## config.mk

```make
export PLATFORM = sky130hd
export DESIGN_NAME = hmm_forward_loglik_unit
export DESIGN_NICKNAME = d
export VERILOG_FILES = /design/src/rtl/hfl_pkg.sv /design/src/rtl/hfl_mul.sv /design/src/rtl/hfl_div.sv /design/src/rtl/hmm_forward_loglik_unit.sv
export SDC_FILE = /design/constraint.sdc
export NUM_CORES = 2
export LEC_CHECK = 0
export BUFFER_PORTS_ARGS = -buffer_cell sky130_fd_sc_hd__buf_2
export CORE_AREA = 2 2 389 391
export CTS_BUF_LIST = sky130_fd_sc_hd__clkbuf_4
export CTS_CLUSTER_SIZE = 20
export DETAILED_ROUTE_END_ITERATION = 8
export DIE_AREA = 0 0 391 393
export PLACE_DENSITY_LB_ADDON = 0.15
export SLEW_MARGIN = 20
export SYNTH_ARGS = -nofsm -noshare
export SYNTH_HDL_FRONTEND = slang
export SYNTH_HIERARCHICAL = 1
export SYNTH_SLANG_ARGS = --single-unit
```

## constraint.sdc

```tcl
create_clock -name i_clk -period 16.5 [get_ports i_clk]
set_clock_uncertainty 0.15 [all_clocks]
set_input_delay 3.3 -clock i_clk [delete_from_list [all_inputs] [get_ports i_clk]]
set_output_delay 3.3 -clock i_clk [all_outputs]
set_load 0.005 [all_outputs]
```

## src/rtl/hfl_pkg.sv

```systemverilog
`timescale 1ns / 1ps
package hfl_pkg;

    localparam int DEF_MAX_STATES = 4;
    localparam int DEF_MAX_GAP    = 255;

    localparam int PROB_W  = 16;
    localparam int PROD_W  = 32;
    localparam int MUL_W   = 64;
    localparam int SCALE_W = 34;
    localparam int NUM_W   = 48;
    localparam int QUOT_W  = 16;
    localparam int MANT_W  = 31;
    localparam int FRAC_W  = 16;
    localparam int LL_W    = 32;
    localparam int EXP_W   = 6;

    localparam logic [1:0] CMD_LOAD_TRANS = 2'd0;
    localparam logic [1:0] CMD_LOAD_INIT  = 2'd1;
    localparam logic [1:0] CMD_OBSERVE    = 2'd2;

    localparam logic [1:0] REG_NUM_STATES = 2'd0;
    localparam logic [1:0] REG_GAP_MODE   = 2'd1;

    localparam logic [31:0] LN2_Q32 = 32'd2977044472;

    typedef struct packed {
        logic start;
        logic [NUM_W-1:0] num;
        logic [SCALE_W-1:0] den;
    } t_div_req;

    typedef struct packed {
        logic done;
        logic [QUOT_W-1:0] quot;
    } t_div_rsp;

endpackage

```

## src/rtl/hfl_mul.sv

```systemverilog
`timescale 1ns / 1ps
module hfl_mul
    import hfl_pkg::*;
(
    input  logic             i_clk,
    input  logic [31:0]      i_a,
    input  logic [31:0]      i_b,
    output logic [MUL_W-1:0] o_p
);

    logic [MUL_W-1:0] r_p;

    always_ff @(posedge i_clk) begin
        r_p <= {32'd0, i_a} * {32'd0, i_b};
    end

    assign o_p = r_p;

endmodule

```

## src/rtl/hfl_div.sv

```systemverilog
`timescale 1ns / 1ps
module hfl_div
    import hfl_pkg::*;
(
    input  logic     i_clk,
    input  logic     i_rst_n,
    input  t_div_req i_req,
    output t_div_rsp o_rsp
);

    localparam int CNT_W = $clog2(QUOT_W);

    logic [SCALE_W-1:0] r_rem;
    logic [SCALE_W-1:0] r_den;
    logic [QUOT_W-1:0]  r_num;
    logic [QUOT_W-1:0]  r_q;
    logic [CNT_W-1:0]   r_cnt;
    logic               r_busy;
    logic               r_done;
    logic [SCALE_W:0]   w_rem2;
    logic               w_ge;

    assign w_rem2 = {r_rem, r_num[QUOT_W-1]};
    assign w_ge   = (w_rem2 >= {1'b0, r_den});

    always_ff @(posedge i_clk) begin
        if (i_req.start) begin
            r_rem <= SCALE_W'(i_req.num[NUM_W-1:QUOT_W]);
            r_num <= i_req.num[QUOT_W-1:0];
            r_den <= i_req.den;
        end else if (r_busy) begin
            r_rem <= w_ge ? SCALE_W'(w_rem2 - {1'b0, r_den}) : w_rem2[SCALE_W-1:0];
            r_num <= {r_num[QUOT_W-2:0], 1'b0};
            r_q   <= {r_q[QUOT_W-2:0], w_ge};
        end
    end

    always_ff @(posedge i_clk) begin
        if (!i_rst_n) begin
            r_busy <= 1'b0;
            r_done <= 1'b0;
            r_cnt  <= '0;
        end else begin
            if (i_req.start) begin
                r_busy <= 1'b1;
                r_cnt  <= '0;
                r_done <= 1'b0;
            end else if (r_busy) begin
                r_cnt  <= r_cnt + 1'b1;
                r_busy <= (r_cnt != CNT_W'(QUOT_W - 1));
                r_done <= (r_cnt == CNT_W'(QUOT_W - 1));
            end else begin
                r_done <= 1'b0;
            end
        end
    end

    assign o_rsp.done = r_done;
    assign o_rsp.quot = r_q;

endmodule

```

## src/rtl/hmm_forward_loglik_unit.sv

```systemverilog
`timescale 1ns / 1ps
// load items are written without leaving idle; an observation propagates the
// forward vector reps times over the n states in use, on one shared registered
// 32x32 multiplier, with a 16-step serial divider per state, a leading-one search
// and 16 squaring steps; one item at a time, the result register frees the input
// synchronous active-low reset clears forward vector, log-likelihood, flag and registers
module hmm_forward_loglik_unit
    import hfl_pkg::*;
#(
    parameter int MAX_STATES = DEF_MAX_STATES,
    parameter int MAX_GAP    = DEF_MAX_GAP
) (
    input  logic        i_clk,
    input  logic        i_rst_n,
    input  logic        i_s_axis_tvalid,
    output logic        o_s_axis_tready,
    input  logic [95:0] i_s_axis_tdata,  // row_index, col_index, prob_value, time_gap,
                                         // emit_a, emit_b, emit_c, emit_d, zero pad
    input  logic [2:0]  i_s_axis_tuser,  // cmd, seq_start
    output logic        o_m_axis_tvalid,
    input  logic        i_m_axis_tready,
    output logic [31:0] o_m_axis_tdata,  // log_likelihood
    output logic        o_m_axis_tuser,  // underflow_flag
    input  logic        i_cfg_valid,
    output logic        o_cfg_ready,
    input  logic [1:0]  i_cfg_index,
    input  logic [2:0]  i_cfg_data
);

    localparam int IDX_W = (MAX_STATES > 2) ? $clog2(MAX_STATES) : 1;
    localparam int GAP_W = (MAX_GAP > 1) ? $clog2(MAX_GAP + 1) : 1;

    localparam logic [3:0] S_IDLE   = 4'd0;
    localparam logic [3:0] S_PMUL   = 4'd1;
    localparam logic [3:0] S_PACC   = 4'd2;
    localparam logic [3:0] S_WMUL   = 4'd3;
    localparam logic [3:0] S_WACC   = 4'd4;
    localparam logic [3:0] S_DSTART = 4'd5;
    localparam logic [3:0] S_DWAIT  = 4'd6;
    localparam logic [3:0] S_NORM   = 4'd7;
    localparam logic [3:0] S_SMUL   = 4'd8;
    localparam logic [3:0] S_SSTEP  = 4'd9;
    localparam logic [3:0] S_LMUL   = 4'd10;
    localparam logic [3:0] S_LACC   = 4'd11;
    localparam logic [3:0] S_OUT    = 4'd12;

    logic [3:0] r_state;

    logic [PROB_W-1:0] r_trans [MAX_STATES][MAX_STATES];
    logic [PROB_W-1:0] r_init  [MAX_STATES];
    logic [PROB_W-1:0] r_fv    [MAX_STATES];
    logic [PROB_W-1:0] r_pred  [MAX_STATES];
    logic [PROB_W-1:0] r_nxt   [MAX_STATES];
    logic [PROB_W-1:0] r_emit  [MAX_STATES];
    logic [PROD_W-1:0] r_u     [MAX_STATES];

    logic [2:0]         r_num_states;
    logic               r_gap_mode;
    logic [IDX_W-1:0]   r_last;
    logic [IDX_W-1:0]   r_idx;
    logic [IDX_W-1:0]   r_col;
    logic [GAP_W-1:0]   r_reps;
    logic [SCALE_W-1:0] r_acc;
    logic [SCALE_W-1:0] r_scale;
    logic [SCALE_W-1:0] r_norm;
    logic [EXP_W-1:0]   r_exp;
    logic [MANT_W-1:0]  r_m;
    logic [FRAC_W-1:0]  r_frac;
    logic [3:0]         r_sq_cnt;
    logic               r_neg;
    logic signed [LL_W-1:0] r_ll;
    logic               r_sat;
    logic               r_ovalid;
    logic [LL_W-1:0]    r_odata;
    logic               r_ouser;

    logic [31:0]      w_mul_a;
    logic [31:0]      w_mul_b;
    logic [MUL_W-1:0] w_prod;
    t_div_req         w_div_req;
    t_div_rsp         w_div_rsp;

    logic               w_in_acc;
    logic [1:0]         w_cmd;
    logic [1:0]         w_row;
    logic [1:0]         w_col;
    logic [PROB_W-1:0]  w_prob;
    logic               w_seq;
    logic [7:0]         w_gap;
    logic [2:0]         w_nclamp;
    logic [GAP_W-1:0]   w_reps;
    logic [SCALE_W-1:0] w_acc_sum;
    logic [19:0]        w_rnd;
    logic [PROB_W-1:0]  w_sat16;
    logic [SCALE_W-1:0] w_scale_sum;
    logic [31:0]        w_mnew;
    logic signed [7:0]  w_eoff;
    logic signed [23:0] w_l2;
    logic [21:0]        w_mag;
    logic [MUL_W-1:0]   w_lrnd;
    logic signed [LL_W:0] w_ln;
    logic signed [LL_W:0] w_t;
    logic [LL_W-1:0]    w_llsat;

    assign w_in_acc = i_s_axis_tvalid && o_s_axis_tready;
    assign w_cmd    = i_s_axis_tuser[1:0];
    assign w_seq    = i_s_axis_tuser[2];
    assign w_row    = i_s_axis_tdata[1:0];
    assign w_col    = i_s_axis_tdata[3:2];
    assign w_prob   = i_s_axis_tdata[19:4];
    assign w_gap    = i_s_axis_tdata[27:20];

    assign o_s_axis_tready = (r_state == S_IDLE);
    assign o_cfg_ready     = 1'b1;
    assign o_m_axis_tvalid = r_ovalid;
    assign o_m_axis_tdata  = r_odata;
    assign o_m_axis_tuser  = r_ouser;

    always_comb begin
        if (r_num_states < 3'd2) begin
            w_nclamp = 3'd2;
        end else if (32'(r_num_states) > MAX_STATES) begin
            w_nclamp = 3'(MAX_STATES);
        end else begin
            w_nclamp = r_num_states;
        end
        if (!r_gap_mode || w_gap < 8'd2) begin
            w_reps = GAP_W'(1);
        end else if (32'(w_gap) > MAX_GAP) begin
            w_reps = GAP_W'(MAX_GAP);
        end else begin
            w_reps = GAP_W'(w_gap);
        end
    end

    always_comb begin
        w_acc_sum   = r_acc + SCALE_W'(w_prod[PROD_W-1:0]);
        w_rnd       = 20'((w_acc_sum + SCALE_W'(16384)) >> 15);
        w_sat16     = (w_rnd > 20'd65535) ? 16'hFFFF : w_rnd[15:0];
        w_scale_sum = r_scale + SCALE_W'(w_prod[PROD_W-1:0]);
        w_mnew      = w_prod[61:30];
        w_eoff      = $signed({2'b00, r_exp}) - 8'sd27;
        w_l2        = (24'(w_eoff) <<< 16) + $signed({8'd0, r_frac});
        w_mag       = w_l2[23] ? 22'(-w_l2) : 22'(w_l2);
        w_lrnd      = w_prod + 64'h8000_0000;
        w_ln        = r_neg ? -$signed({11'd0, w_lrnd[53:32]})
                            : $signed({11'd0, w_lrnd[53:32]});
        w_t         = $signed({r_ll[LL_W-1], r_ll}) + w_ln;
        if (w_t[LL_W] != w_t[LL_W-1]) begin
            w_llsat = w_t[LL_W] ? 32'h8000_0000 : 32'h7FFF_FFFF;
        end else begin
            w_llsat = w_t[LL_W-1:0];
        end
    end

    always_comb begin
        w_mul_a = '0;
        w_mul_b = '0;
        unique case (r_state)
            S_PMUL: begin
                w_mul_a = 32'(r_pred[r_idx]);
                w_mul_b = 32'(r_trans[r_idx][r_col]);
            end
            S_WMUL: begin
                w_mul_a = 32'(r_pred[r_idx]);
                w_mul_b = 32'(r_emit[r_idx]);
            end
            S_SMUL: begin
                w_mul_a = 32'(r_m);
                w_mul_b = 32'(r_m);
            end
            S_LMUL: begin
                w_mul_a = 32'(w_mag);
                w_mul_b = LN2_Q32;
            end
            default: begin
                w_mul_a = '0;
                w_mul_b = '0;
            end
        endcase
    end

    always_comb begin
        w_div_req.start = (r_state == S_DSTART);
        w_div_req.num   = (NUM_W'(r_u[r_idx]) << 15) + NUM_W'(r_scale >> 1);
        w_div_req.den   = r_scale;
    end

    hfl_mul u_mul (
        .i_clk (i_clk),
        .i_a   (w_mul_a),
        .i_b   (w_mul_b),
        .o_p   (w_prod)
    );

    hfl_div u_div (
        .i_clk   (i_clk),
        .i_rst_n (i_rst_n),
        .i_req   (w_div_req),
        .o_rsp   (w_div_rsp)
    );

    always_ff @(posedge i_clk) begin
        if (!i_rst_n) begin
            r_num_states <= 3'd4;
            r_gap_mode   <= 1'b0;
        end else if (i_cfg_valid) begin
            if (i_cfg_index == REG_NUM_STATES) begin
                r_num_states <= i_cfg_data;
            end else if (i_cfg_index == REG_GAP_MODE) begin
                r_gap_mode <= i_cfg_data[0];
            end
        end
    end

    // tables and working payload
    always_ff @(posedge i_clk) begin
        if (w_in_acc && w_cmd == CMD_LOAD_TRANS && 32'(w_row) < MAX_STATES
                && 32'(w_col) < MAX_STATES) begin
            r_trans[IDX_W'(w_row)][IDX_W'(w_col)] <= w_prob;
        end
        if (w_in_acc && w_cmd == CMD_LOAD_INIT && 32'(w_row) < MAX_STATES) begin
            r_init[IDX_W'(w_row)] <= w_prob;
        end
        unique case (r_state)
            S_IDLE: begin
                if (w_in_acc && w_cmd == CMD_OBSERVE) begin
                    for (int k = 0; k < MAX_STATES; k++) begin
                        r_emit[k] <= i_s_axis_tdata[28 + 16*k +: 16];
                        r_pred[k] <= w_seq ? r_init[k] : r_fv[k];
                    end
                    r_last  <= IDX_W'(w_nclamp - 3'd1);
                    r_reps  <= w_reps;
                    r_acc   <= '0;
                    r_scale <= '0;
                end
            end
            S_PACC: begin
                if (r_idx == r_last) begin
                    r_nxt[r_col] <= w_sat16;
                    r_acc        <= '0;
                    if (r_col == r_last) begin
                        for (int k = 0; k < MAX_STATES; k++) begin
                            r_pred[k] <= (IDX_W'(k) == r_col) ? w_sat16 : r_nxt[k];
                        end
                        r_reps <= r_reps - 1'b1;
                    end
                end else begin
                    r_acc <= w_acc_sum;
                end
            end
            S_WACC: begin
                r_u[r_idx] <= w_prod[PROD_W-1:0];
                r_scale    <= w_scale_sum;
                r_norm     <= w_scale_sum;
                r_exp      <= EXP_W'(SCALE_W - 1);
            end
            S_NORM: begin
                if (r_norm[SCALE_W-1]) begin
                    r_m      <= r_norm[SCALE_W-1 -: MANT_W];
                    r_frac   <= '0;
                    r_sq_cnt <= '0;
                end else begin
                    r_norm <= r_norm << 1;
                    r_exp  <= r_exp - 1'b1;
                end
            end
            S_SSTEP: begin
                r_frac   <= {r_frac[FRAC_W-2:0], w_mnew[31]};
                r_m      <= w_mnew[31] ? w_mnew[31:1] : w_mnew[30:0];
                r_sq_cnt <= r_sq_cnt + 1'b1;
            end
            S_LMUL: begin
                r_neg <= w_l2[23];
            end
            default: begin
            end
        endcase
    end

    // sequencer and architectural state
    always_ff @(posedge i_clk) begin
        if (!i_rst_n) begin
            r_state  <= S_IDLE;
            r_idx    <= '0;
            r_col    <= '0;
            r_ll     <= '0;
            r_sat    <= 1'b0;
            r_ovalid <= 1'b0;
            for (int k = 0; k < MAX_STATES; k++) begin
                r_fv[k] <= '0;
            end
        end else begin
            if (r_ovalid && i_m_axis_tready && r_state != S_OUT) begin
                r_ovalid <= 1'b0;
            end
            unique case (r_state)
                S_IDLE: begin
                    r_idx <= '0;
                    r_col <= '0;
                    if (w_in_acc && w_cmd == CMD_OBSERVE) begin
                        r_state <= w_seq ? S_WMUL : S_PMUL;
                    end
                end
                S_PMUL: r_state <= S_PACC;
                S_PACC: begin
                    if (r_idx == r_last && r_col == r_last && r_reps == GAP_W'(1)) begin
                        r_state <= S_WMUL;
                    end else begin
                        r_state <= S_PMUL;
                    end
                    if (r_idx == r_last) begin
                        r_idx <= '0;
                        if (r_col == r_last) begin
                            r_col <= '0;
                        end else begin
                            r_col <= r_col + 1'b1;
                        end
                    end else begin
                        r_idx <= r_idx + 1'b1;
                    end
                end
                S_WMUL: r_state <= S_WACC;
                S_WACC: begin
                    if (r_idx == r_last) begin
                        r_idx <= '0;
                        if (w_scale_sum == '0) begin
                            r_sat   <= 1'b1;
                            r_state <= S_OUT;
                        end else begin
                            for (int k = 0; k < MAX_STATES; k++) begin
                                if (IDX_W'(k) > r_last) begin
                                    r_fv[k] <= '0;
                                end
                            end
                            r_state <= S_DSTART;
                        end
                    end else begin
                        r_idx   <= r_idx + 1'b1;
                        r_state <= S_WMUL;
                    end
                end
                S_DSTART: r_state <= S_DWAIT;
                S_DWAIT: begin
                    if (w_div_rsp.done) begin
                        r_fv[r_idx] <= w_div_rsp.quot;
                        if (r_idx == r_last) begin
                            r_state <= S_NORM;
                        end else begin
                            r_idx   <= r_idx + 1'b1;
                            r_state <= S_DSTART;
                        end
                    end
                end
                S_NORM: begin
                    if (r_norm[SCALE_W-1]) begin
                        r_state <= S_SMUL;
                    end
                end
                S_SMUL: r_state <= S_SSTEP;
                S_SSTEP: r_state <= (r_sq_cnt == 4'd15) ? S_LMUL : S_SMUL;
                S_LMUL: r_state <= S_LACC;
                S_LACC: begin
                    r_ll    <= $signed(w_llsat);
                    r_state <= S_OUT;
                end
                S_OUT: begin
                    if (!r_ovalid || i_m_axis_tready) begin
                        r_ovalid <= 1'b1;
                        r_odata  <= r_sat ? 32'h8000_0000 : r_ll;
                        r_ouser  <= r_sat;
                        r_state  <= S_IDLE;
                    end
                end
                default: r_state <= S_IDLE;
            endcase
        end
    end

`ifndef NO_ASSERTIONS
    a_flag_data: assert property (@(posedge i_clk) disable iff (!i_rst_n)
        (o_m_axis_tvalid && o_m_axis_tuser) |-> (o_m_axis_tdata == 32'h8000_0000))
        else $error("underflow item without saturated total");
    a_sat_sticky: assert property (@(posedge i_clk) disable iff (!i_rst_n)
        r_sat |=> r_sat)
        else $error("underflow latch cleared");
    a_div_nonzero: assert property (@(posedge i_clk) disable iff (!i_rst_n)
        (r_state == S_DSTART) |-> (r_scale != '0))
        else $error("division by zero scale");
    a_norm_done: assert property (@(posedge i_clk) disable iff (!i_rst_n)
        (r_state == S_SMUL && $past(r_state) == S_NORM) |-> r_norm[SCALE_W-1])
        else $error("mantissa not normalized");
`endif

endmodule

```

Yosys cells after proc, flatten, opt, wreduce, memory -nomap -nowiden

Memories as Yosys holds them, arrays and structs flattened. A register that Yosys moved wholly into a read port is not among the register bits.
Index checks and enable logic that the tools add are counted.

ROM bits: 0
RAM bits: 704
Bits in latches: 0
Word-level logic and storage cells: 293
Output and inout port bits: 36
Flip-flop bits (word level): 417
Memories: 7

Divide/modulo/power cells: 0
$mul: 1
Reduce and logical (&&, ||, !) cells: 43
Bitwise operators: 14
Shifts and indexed selects: 0
Add/subtract/negate cells: 18
Muxes and demuxes: 134
Order comparisons: 12
Equal/unequal tests: 34

Memories:

| name            | words | bits a word | rd ports | clocked after memory_dff | write ports | line                          | text |
|---|---|---|---|---|---|---|---|
| r_trans         | 4     | 64          | 1        | 1                        | 1           | hmm_forward_loglik_unit.sv:49 | `logic [PROB_W-1:0] r_trans [MAX_STATES][MAX_STATES];` |
| r_u             | 4     | 32          | 1        | 1                        | 1           | hmm_forward_loglik_unit.sv:55 | `logic [PROD_W-1:0] r_u [MAX_STATES];` |
| r_emit          | 4     | 16          | 1        | 1                        | 4           | hmm_forward_loglik_unit.sv:54 | `logic [PROB_W-1:0] r_emit [MAX_STATES];` |
| r_fv            | 4     | 16          | 4        | 0                        | 4           | hmm_forward_loglik_unit.sv:51 | `logic [PROB_W-1:0] r_fv [MAX_STATES];` |
| r_init          | 4     | 16          | 4        | 0                        | 1           | hmm_forward_loglik_unit.sv:50 | `logic [PROB_W-1:0] r_init [MAX_STATES];` |
| r_nxt           | 4     | 16          | 4        | 0                        | 1           | hmm_forward_loglik_unit.sv:53 | `logic [PROB_W-1:0] r_nxt [MAX_STATES];` |
| 1 more memories | -     | -           | -        | -                        | -           | -                             |  |

Operator list:

| kind                                            | count |
|---|---|
| 2-to-1 mux 16 bit                               | 24 |
| one-hot mux 34 bit (2 select lines)             | 3 |
| 2-to-1 mux 34 bit                               | 4 |
| 2-to-1 mux 32 bit                               | 4 |
| one-hot mux 32 bit (4 select lines)             | 1 |
| one-hot mux 31 bit (3 select lines)             | 1 |
| adder 34 x 32 -> 34 bit                         | 2 |
| 2-to-1 mux 64 bit                               | 1 |
| multiplier 31 x 32 -> 62 bit                    | 1 |
| 2-to-1 mux 31 bit                               | 2 |
| one-hot mux 31 bit (2 select lines)             | 1 |
| adder 54 x 32 -> 54 bit (second input constant) | 1 |
| one-hot mux 4 bit (13 select lines)             | 1 |
| 2-to-1 mux 1 bit                                | 50 |
| adder 47 x 33 -> 48 bit                         | 1 |
| 2-to-1 mux 2 bit                                | 20 |
| >= comparator 35 x 34 -> 1 bit                  | 1 |
| adder 34 x 15 -> 34 bit (second input constant) | 1 |
| logical NOT 34 bit                              | 1 |
| subtractor 34 bit                               | 1 |
| adder 32 x 33 -> 33 bit                         | 1 |
| 2-to-1 mux 33 bit                               | 1 |
| negator 22 -> 33 bit                            | 1 |
| binary-select mux 16 bit (select 2 bit)         | 1 |
| 57 further kinds                                | 131 |

Logic depth before layout (Yosys ltp)

Word-level depth: 9
Gate-level depth with buffers: 40
Gate-level depth less buffers: 38

Cells and area by module

The synthesis kept the hierarchy.

By module, submodules not included:

| module                  | instances | area each (µm²) | sequential area each (µm²) | cells an instance |
|---|---|---|---|---|
| hmm_forward_loglik_unit | 1         | 48028.6         | 28197.0                    | 3641 |
| hfl_mul                 | 1         | 34966.0         | 1281.2                     | 3838 |
| hfl_div                 | 1         | 6199.7          | 3103.0                     | 584 |

Worst setup path before layout

Ideal clock, no wire load.

Path type: flip-flop to flip-flop
Start: register (tool-made name)
End: register u_mul.r_p[59], in the netlist u_mul/o_p[59]
Stages on the path, launching flop included: 35
Arrival: 9.532 ns
Path slack: 6.689 ns
Buffers on the path: 6
Data required time: 16.221 ns
Cell sequence: dfxtp_1 > buf_2 > buf_1 > buf_2 > buf_1 > mux4_2 > a221oi_1 > o21ai_0 > clkbuf_1 > and2_1 > fa_1 > inv_1 > fa_1 > fa_1 > fa_1 > inv_1 > fa_1 > inv_1 > fa_1 > inv_1 > fa_1 > inv_1 > fa_1 > inv_1 > ha_1 > buf_2 > a21oi_2 > o21ai_1 > or2_1 > o2111a_2 > nor4_4 > nor2_4 > a32oi_2 > nand2_1 > xor2_1

RTL lines:

| what                   | line          | text |
|---|---|---|
| end signal: assignment | hfl_mul.sv:14 | `r_p <= {32'd0, i_a} * {32'd0, i_b};` |
| end: declaration       | hfl_mul.sv:11 | `logic [MUL_W-1:0] r_p;` |

Final worst setup path

Start: register r_exp[0]
End: register u_mul.r_p[48], in the netlist u_mul/o_p[48]

Elaborated cells on any way between the ends: 6

RTL lines:

| what                                | line                           | text |
|---|---|---|
| start: declaration                  | hmm_forward_loglik_unit.sv:66  | `logic [EXP_W-1:0] r_exp;` |
| start signal: assignment            | hmm_forward_loglik_unit.sv:256 | `r_exp <= EXP_W'(SCALE_W - 1);` |
| start signal: assignment            | hmm_forward_loglik_unit.sv:265 | `r_exp <= r_exp - 1'b1;` |
| subtractor 6 x 5 -> 7 bit           | hmm_forward_loglik_unit.sv:142 | `w_eoff = $signed({2'b00, r_exp}) - 8'sd27;` |
| via w_eoff[6]                       | hmm_forward_loglik_unit.sv:97  | `logic signed [7:0] w_eoff;` |
| adder 23 x 17 -> 24 bit             | hmm_forward_loglik_unit.sv:143 | `w_l2 = (24'(w_eoff) <<< 16) + $signed({8'd0, r_frac});` |
| 2-to-1 mux 22 bit                   | hmm_forward_loglik_unit.sv:144 | `w_mag = w_l2[23] ? 22'(-w_l2) : 22'(w_l2);` |
| one-hot mux 31 bit (3 select lines) | hmm_forward_loglik_unit.sv:159 | `unique case (r_state)` |
| via w_mul_a[18]                     | hmm_forward_loglik_unit.sv:77  | `logic [31:0] w_mul_a;` |
| multiplier 31 x 32 -> 62 bit        | hfl_mul.sv:14                  |  |

The timed path passes the listed nets, and every way through them passes these cells.
A chain may end at the register's enable or synchronous reset.

==> run_results.csv <==
group,metric,value,unit
placed_design,dp_slack,5230,ps
power_and_ir_drop,ir_drop,0.00007846,V
power_and_ir_drop,p_leak,40.67,nW
global_route,grt_pass1_wl,385800,µm
global_route,use_met2,0.5263,
timing,rsz0062_at_grt,"no",
drt,routed_wl,250600,µm
clocking,clock_latency,1260,ps
clocking,cts.sinks,1123,
critical_path,critPathMaxStageDelay,810,ps
final_layout,finish.utilization,0.6376,
global_route,gr-usage-all-layers,0.3355,
min_path,hold_path_class,"reg2reg",
power_and_ir_drop,p_per_area,71.16,nW/µm²
global_route,grt_pass1_vias,65220,
power_and_ir_drop,p_comb_frac,0.171,
drt,remaining_drc_errors,0,
critical_path,start_kind,"flop",
power_and_ir_drop,intPower,0.004785,W
run,cap_viol_max_count,0,
floorplan,die_h,393,µm
global_route,antenna_found_initial,12,
global_route,grt_remaining_overflow,0,
critical_path,worstRegToRegCells,32,
critical_path,worstPathMaxFanout,32,
placed_design,place_congestion,0.9433,
timing,maxSlewHeadroom,0.2101,
timing,min_period,11300,ps
critical_path,cp.buffers_inverters,5,
global_route,top_usage_layer,"met2",
clocking,ctsRootBufferMaster,"clkbuf_4",
logic_synthesis,synthCells,8027,
clocking,cts_buffer_depth,4,
timing,hold_viol_final,0,
run_status,status,"finished, final reports clean",
critical_path,cp_top_family,"adder cells",
power_and_ir_drop,p_sw_frac,0.2934,
drt,ant_nets,0,
drt,drtIter0Drc,5641,
clocking,cts_hold_buf,0,
critical_path,critPathArrivalTime,12190,ps
floorplan,num_rows,142,
final_layout,fin_nets,9604,
timing,setup_tns,0,ps
global_route,met1_usage,0.4509,
floorplan,initial_utilization,0.5955,
floorplan,die_w,391,µm
power_and_ir_drop,seqPwrFrac,0.477,
global_route,grt_max_degree,76,
clocking,cts_buffers,309,
critical_path,end_kind,"flop",
floorplan,core_area,149200,µm²
min_path,hp-start,"r_scale[0]$_SDFFCE_PN0P_",
timing,period_share,0.6850,
timing,max_freq,0.08848,GHz
critical_path,r2r_setup_slack,5200,ps
final_layout,area_growth,7.068,%
clocking,post_cts_resize_count,0,
clocking,cts_max_level,5,
floorplan,io_pins,145,
clocking,cts_tree,"done",
drt,first_pass_iters,6,
global_route,grt_use_met3,0.08022,
timing,setup_viol,0,
power_and_ir_drop,p_clk_frac,0.351,
timing,drv_slew,0,
drt,wl_per_cell,24.26,µm
clocking,post_cts_buffers,0,
min_path,whs_endpoint,"u_div/r_den[0]$_DFFE_PP_",
critical_path,cp_slowest_cell,"a21o_2",
power_and_ir_drop,switchingPower,0.001987,W
final_layout,drive_gt1_frac,0.1374,
critical_path,cpMostUsedCell,"fa_1",
floorplan,die_area,153700,µm²
drt,post_drt_via_cell_ratio,6.054,
min_path,min_path_cells,0,
clocking,clk_pin_slew,70,ps
critical_path,r2r_end,"u_mul/o_p[48]$_DFF_P_",
placed_design,place.port_buffers,139,
logic_synthesis,syn_area_per_cell,11.07,µm²
timing,setup_ws,5198,ps
drt,vias,62530,
placed_design,hpwl,175200,µm
critical_path,r2r-start,"r_exp[0]$_SDFFCE_PN1P_",
critical_path,cp.required,17390,ps
timing,tightest_slew,1185,ps
logic_synthesis,synth_area,88880,µm²
critical_path,critical_path_class,"reg2reg",
logic_synthesis,yosysWarningCount,6,
-- worst max-delay path by stage --
stage	startpoint	to	slack, ps	cells past startpoint
floorplan	flop	u_mul/o_p[51]$_DFF_P_	6740	34
global placement	r_state[3]$_SDFFE_PN0P_	u_mul/o_p[48]$_DFF_P_	5260	29
detailed placement	r_state[3]$_SDFFE_PN0P_	u_mul/o_p[48]$_DFF_P_	5230	29
CTS	r_state[3]$_SDFFE_PN0P_	u_mul/o_p[48]$_DFF_P_	5190	29
global route	r_exp[0]$_SDFFCE_PN1P_	u_mul/o_p[48]$_DFF_P_	4820	32
finish	r_exp[0]$_SDFFCE_PN1P_	u_mul/o_p[48]$_DFF_P_	5200	32
-- cell type report --
class | count | area, µm²
fill | 11970 | 54080
multi-input combinational | 5374 | 50690
sequential | 1123 | 32550
inverter | 1082 | 4063
clock buffer | 429 | 3221
tap | 1944 | 2432
timing repair buffer | 281 | 1777
clock inverter | 83 | 395.4
antenna | 13 | 32.53
-- per-stage QoR --
stage	cells	hold slack [ps]	power, W	instance area [µm²]
final	10330	359.9	0.006772	95160
after global routing	10320	377.2	0.007078	95150
after CTS	10320	363.9	0.006811	95100
after detailed placement	9803	338.0	0.004423	91490
after global placement	9803	325.0	0.004400	91490
after floorplan	8031	283.4	0.004044	88900
-- power groups by stage --
| stage | sequential, W | combinational [W] | clock (W) |
|---|---|---|---|
| 2_1_floorplan | 0.00325 | 0.000793 | 0 |
| 5_1_grt | 0.00323 | 0.00125 | 0.00259 |
| 6_report | 0.00323 | 0.00116 | 0.00238 |
| 3_5_place_dp | 0.00329 | 0.00113 | 0 |
| 3_3_place_gp | 0.00329 | 0.00111 | 0 |
| 4_1_cts | 0.00323 | 0.00114 | 0.00244 |
-- registers in the layout (all words and copies together), names as in the netlist, 62 cells and up, named ones only --
signal,cells
r_pred,64
r_emit,64
u_mul/o_p,62
r_init,64
r_u,128
r_fv,64
r_trans,256
r_nxt,64
-- cells in the final DEF (no fill, tap or decap), types with 138 or more instances in the layout --
cell	count
edfxtp_1	1005
xnor2_1	158
mux4_2	144
buf_2	138
nand2_1	750
inv_1	1075
fa_1	900
nor2_1	287
o21ai_0	289
clkbuf_4	429
buf_4	142
a21oi_1	256
and2_1	643
ha_1	424
-- per-layer routing --
layer	up-vias	wire, µm
met5	-	20
met4	2	10550
met3	568	24710
met2	2958	115200
met1	31470	100100
li1	27540	-
-- worst register-to-register path, delay by kind of cell (launching register included) --
| kind | cells | cell delay [ps] |
|---|---|---|
| compound gates | 9 | 2790 |
| xor+xnor | 2 | 370 |
| fa+ha+maj | 10 | 4750 |
| buf+inv | 5 | 740 |
| flops | 1 | 470 |
| simple gates | 6 | 1950 |
Power figures use the tool's default switching activity.
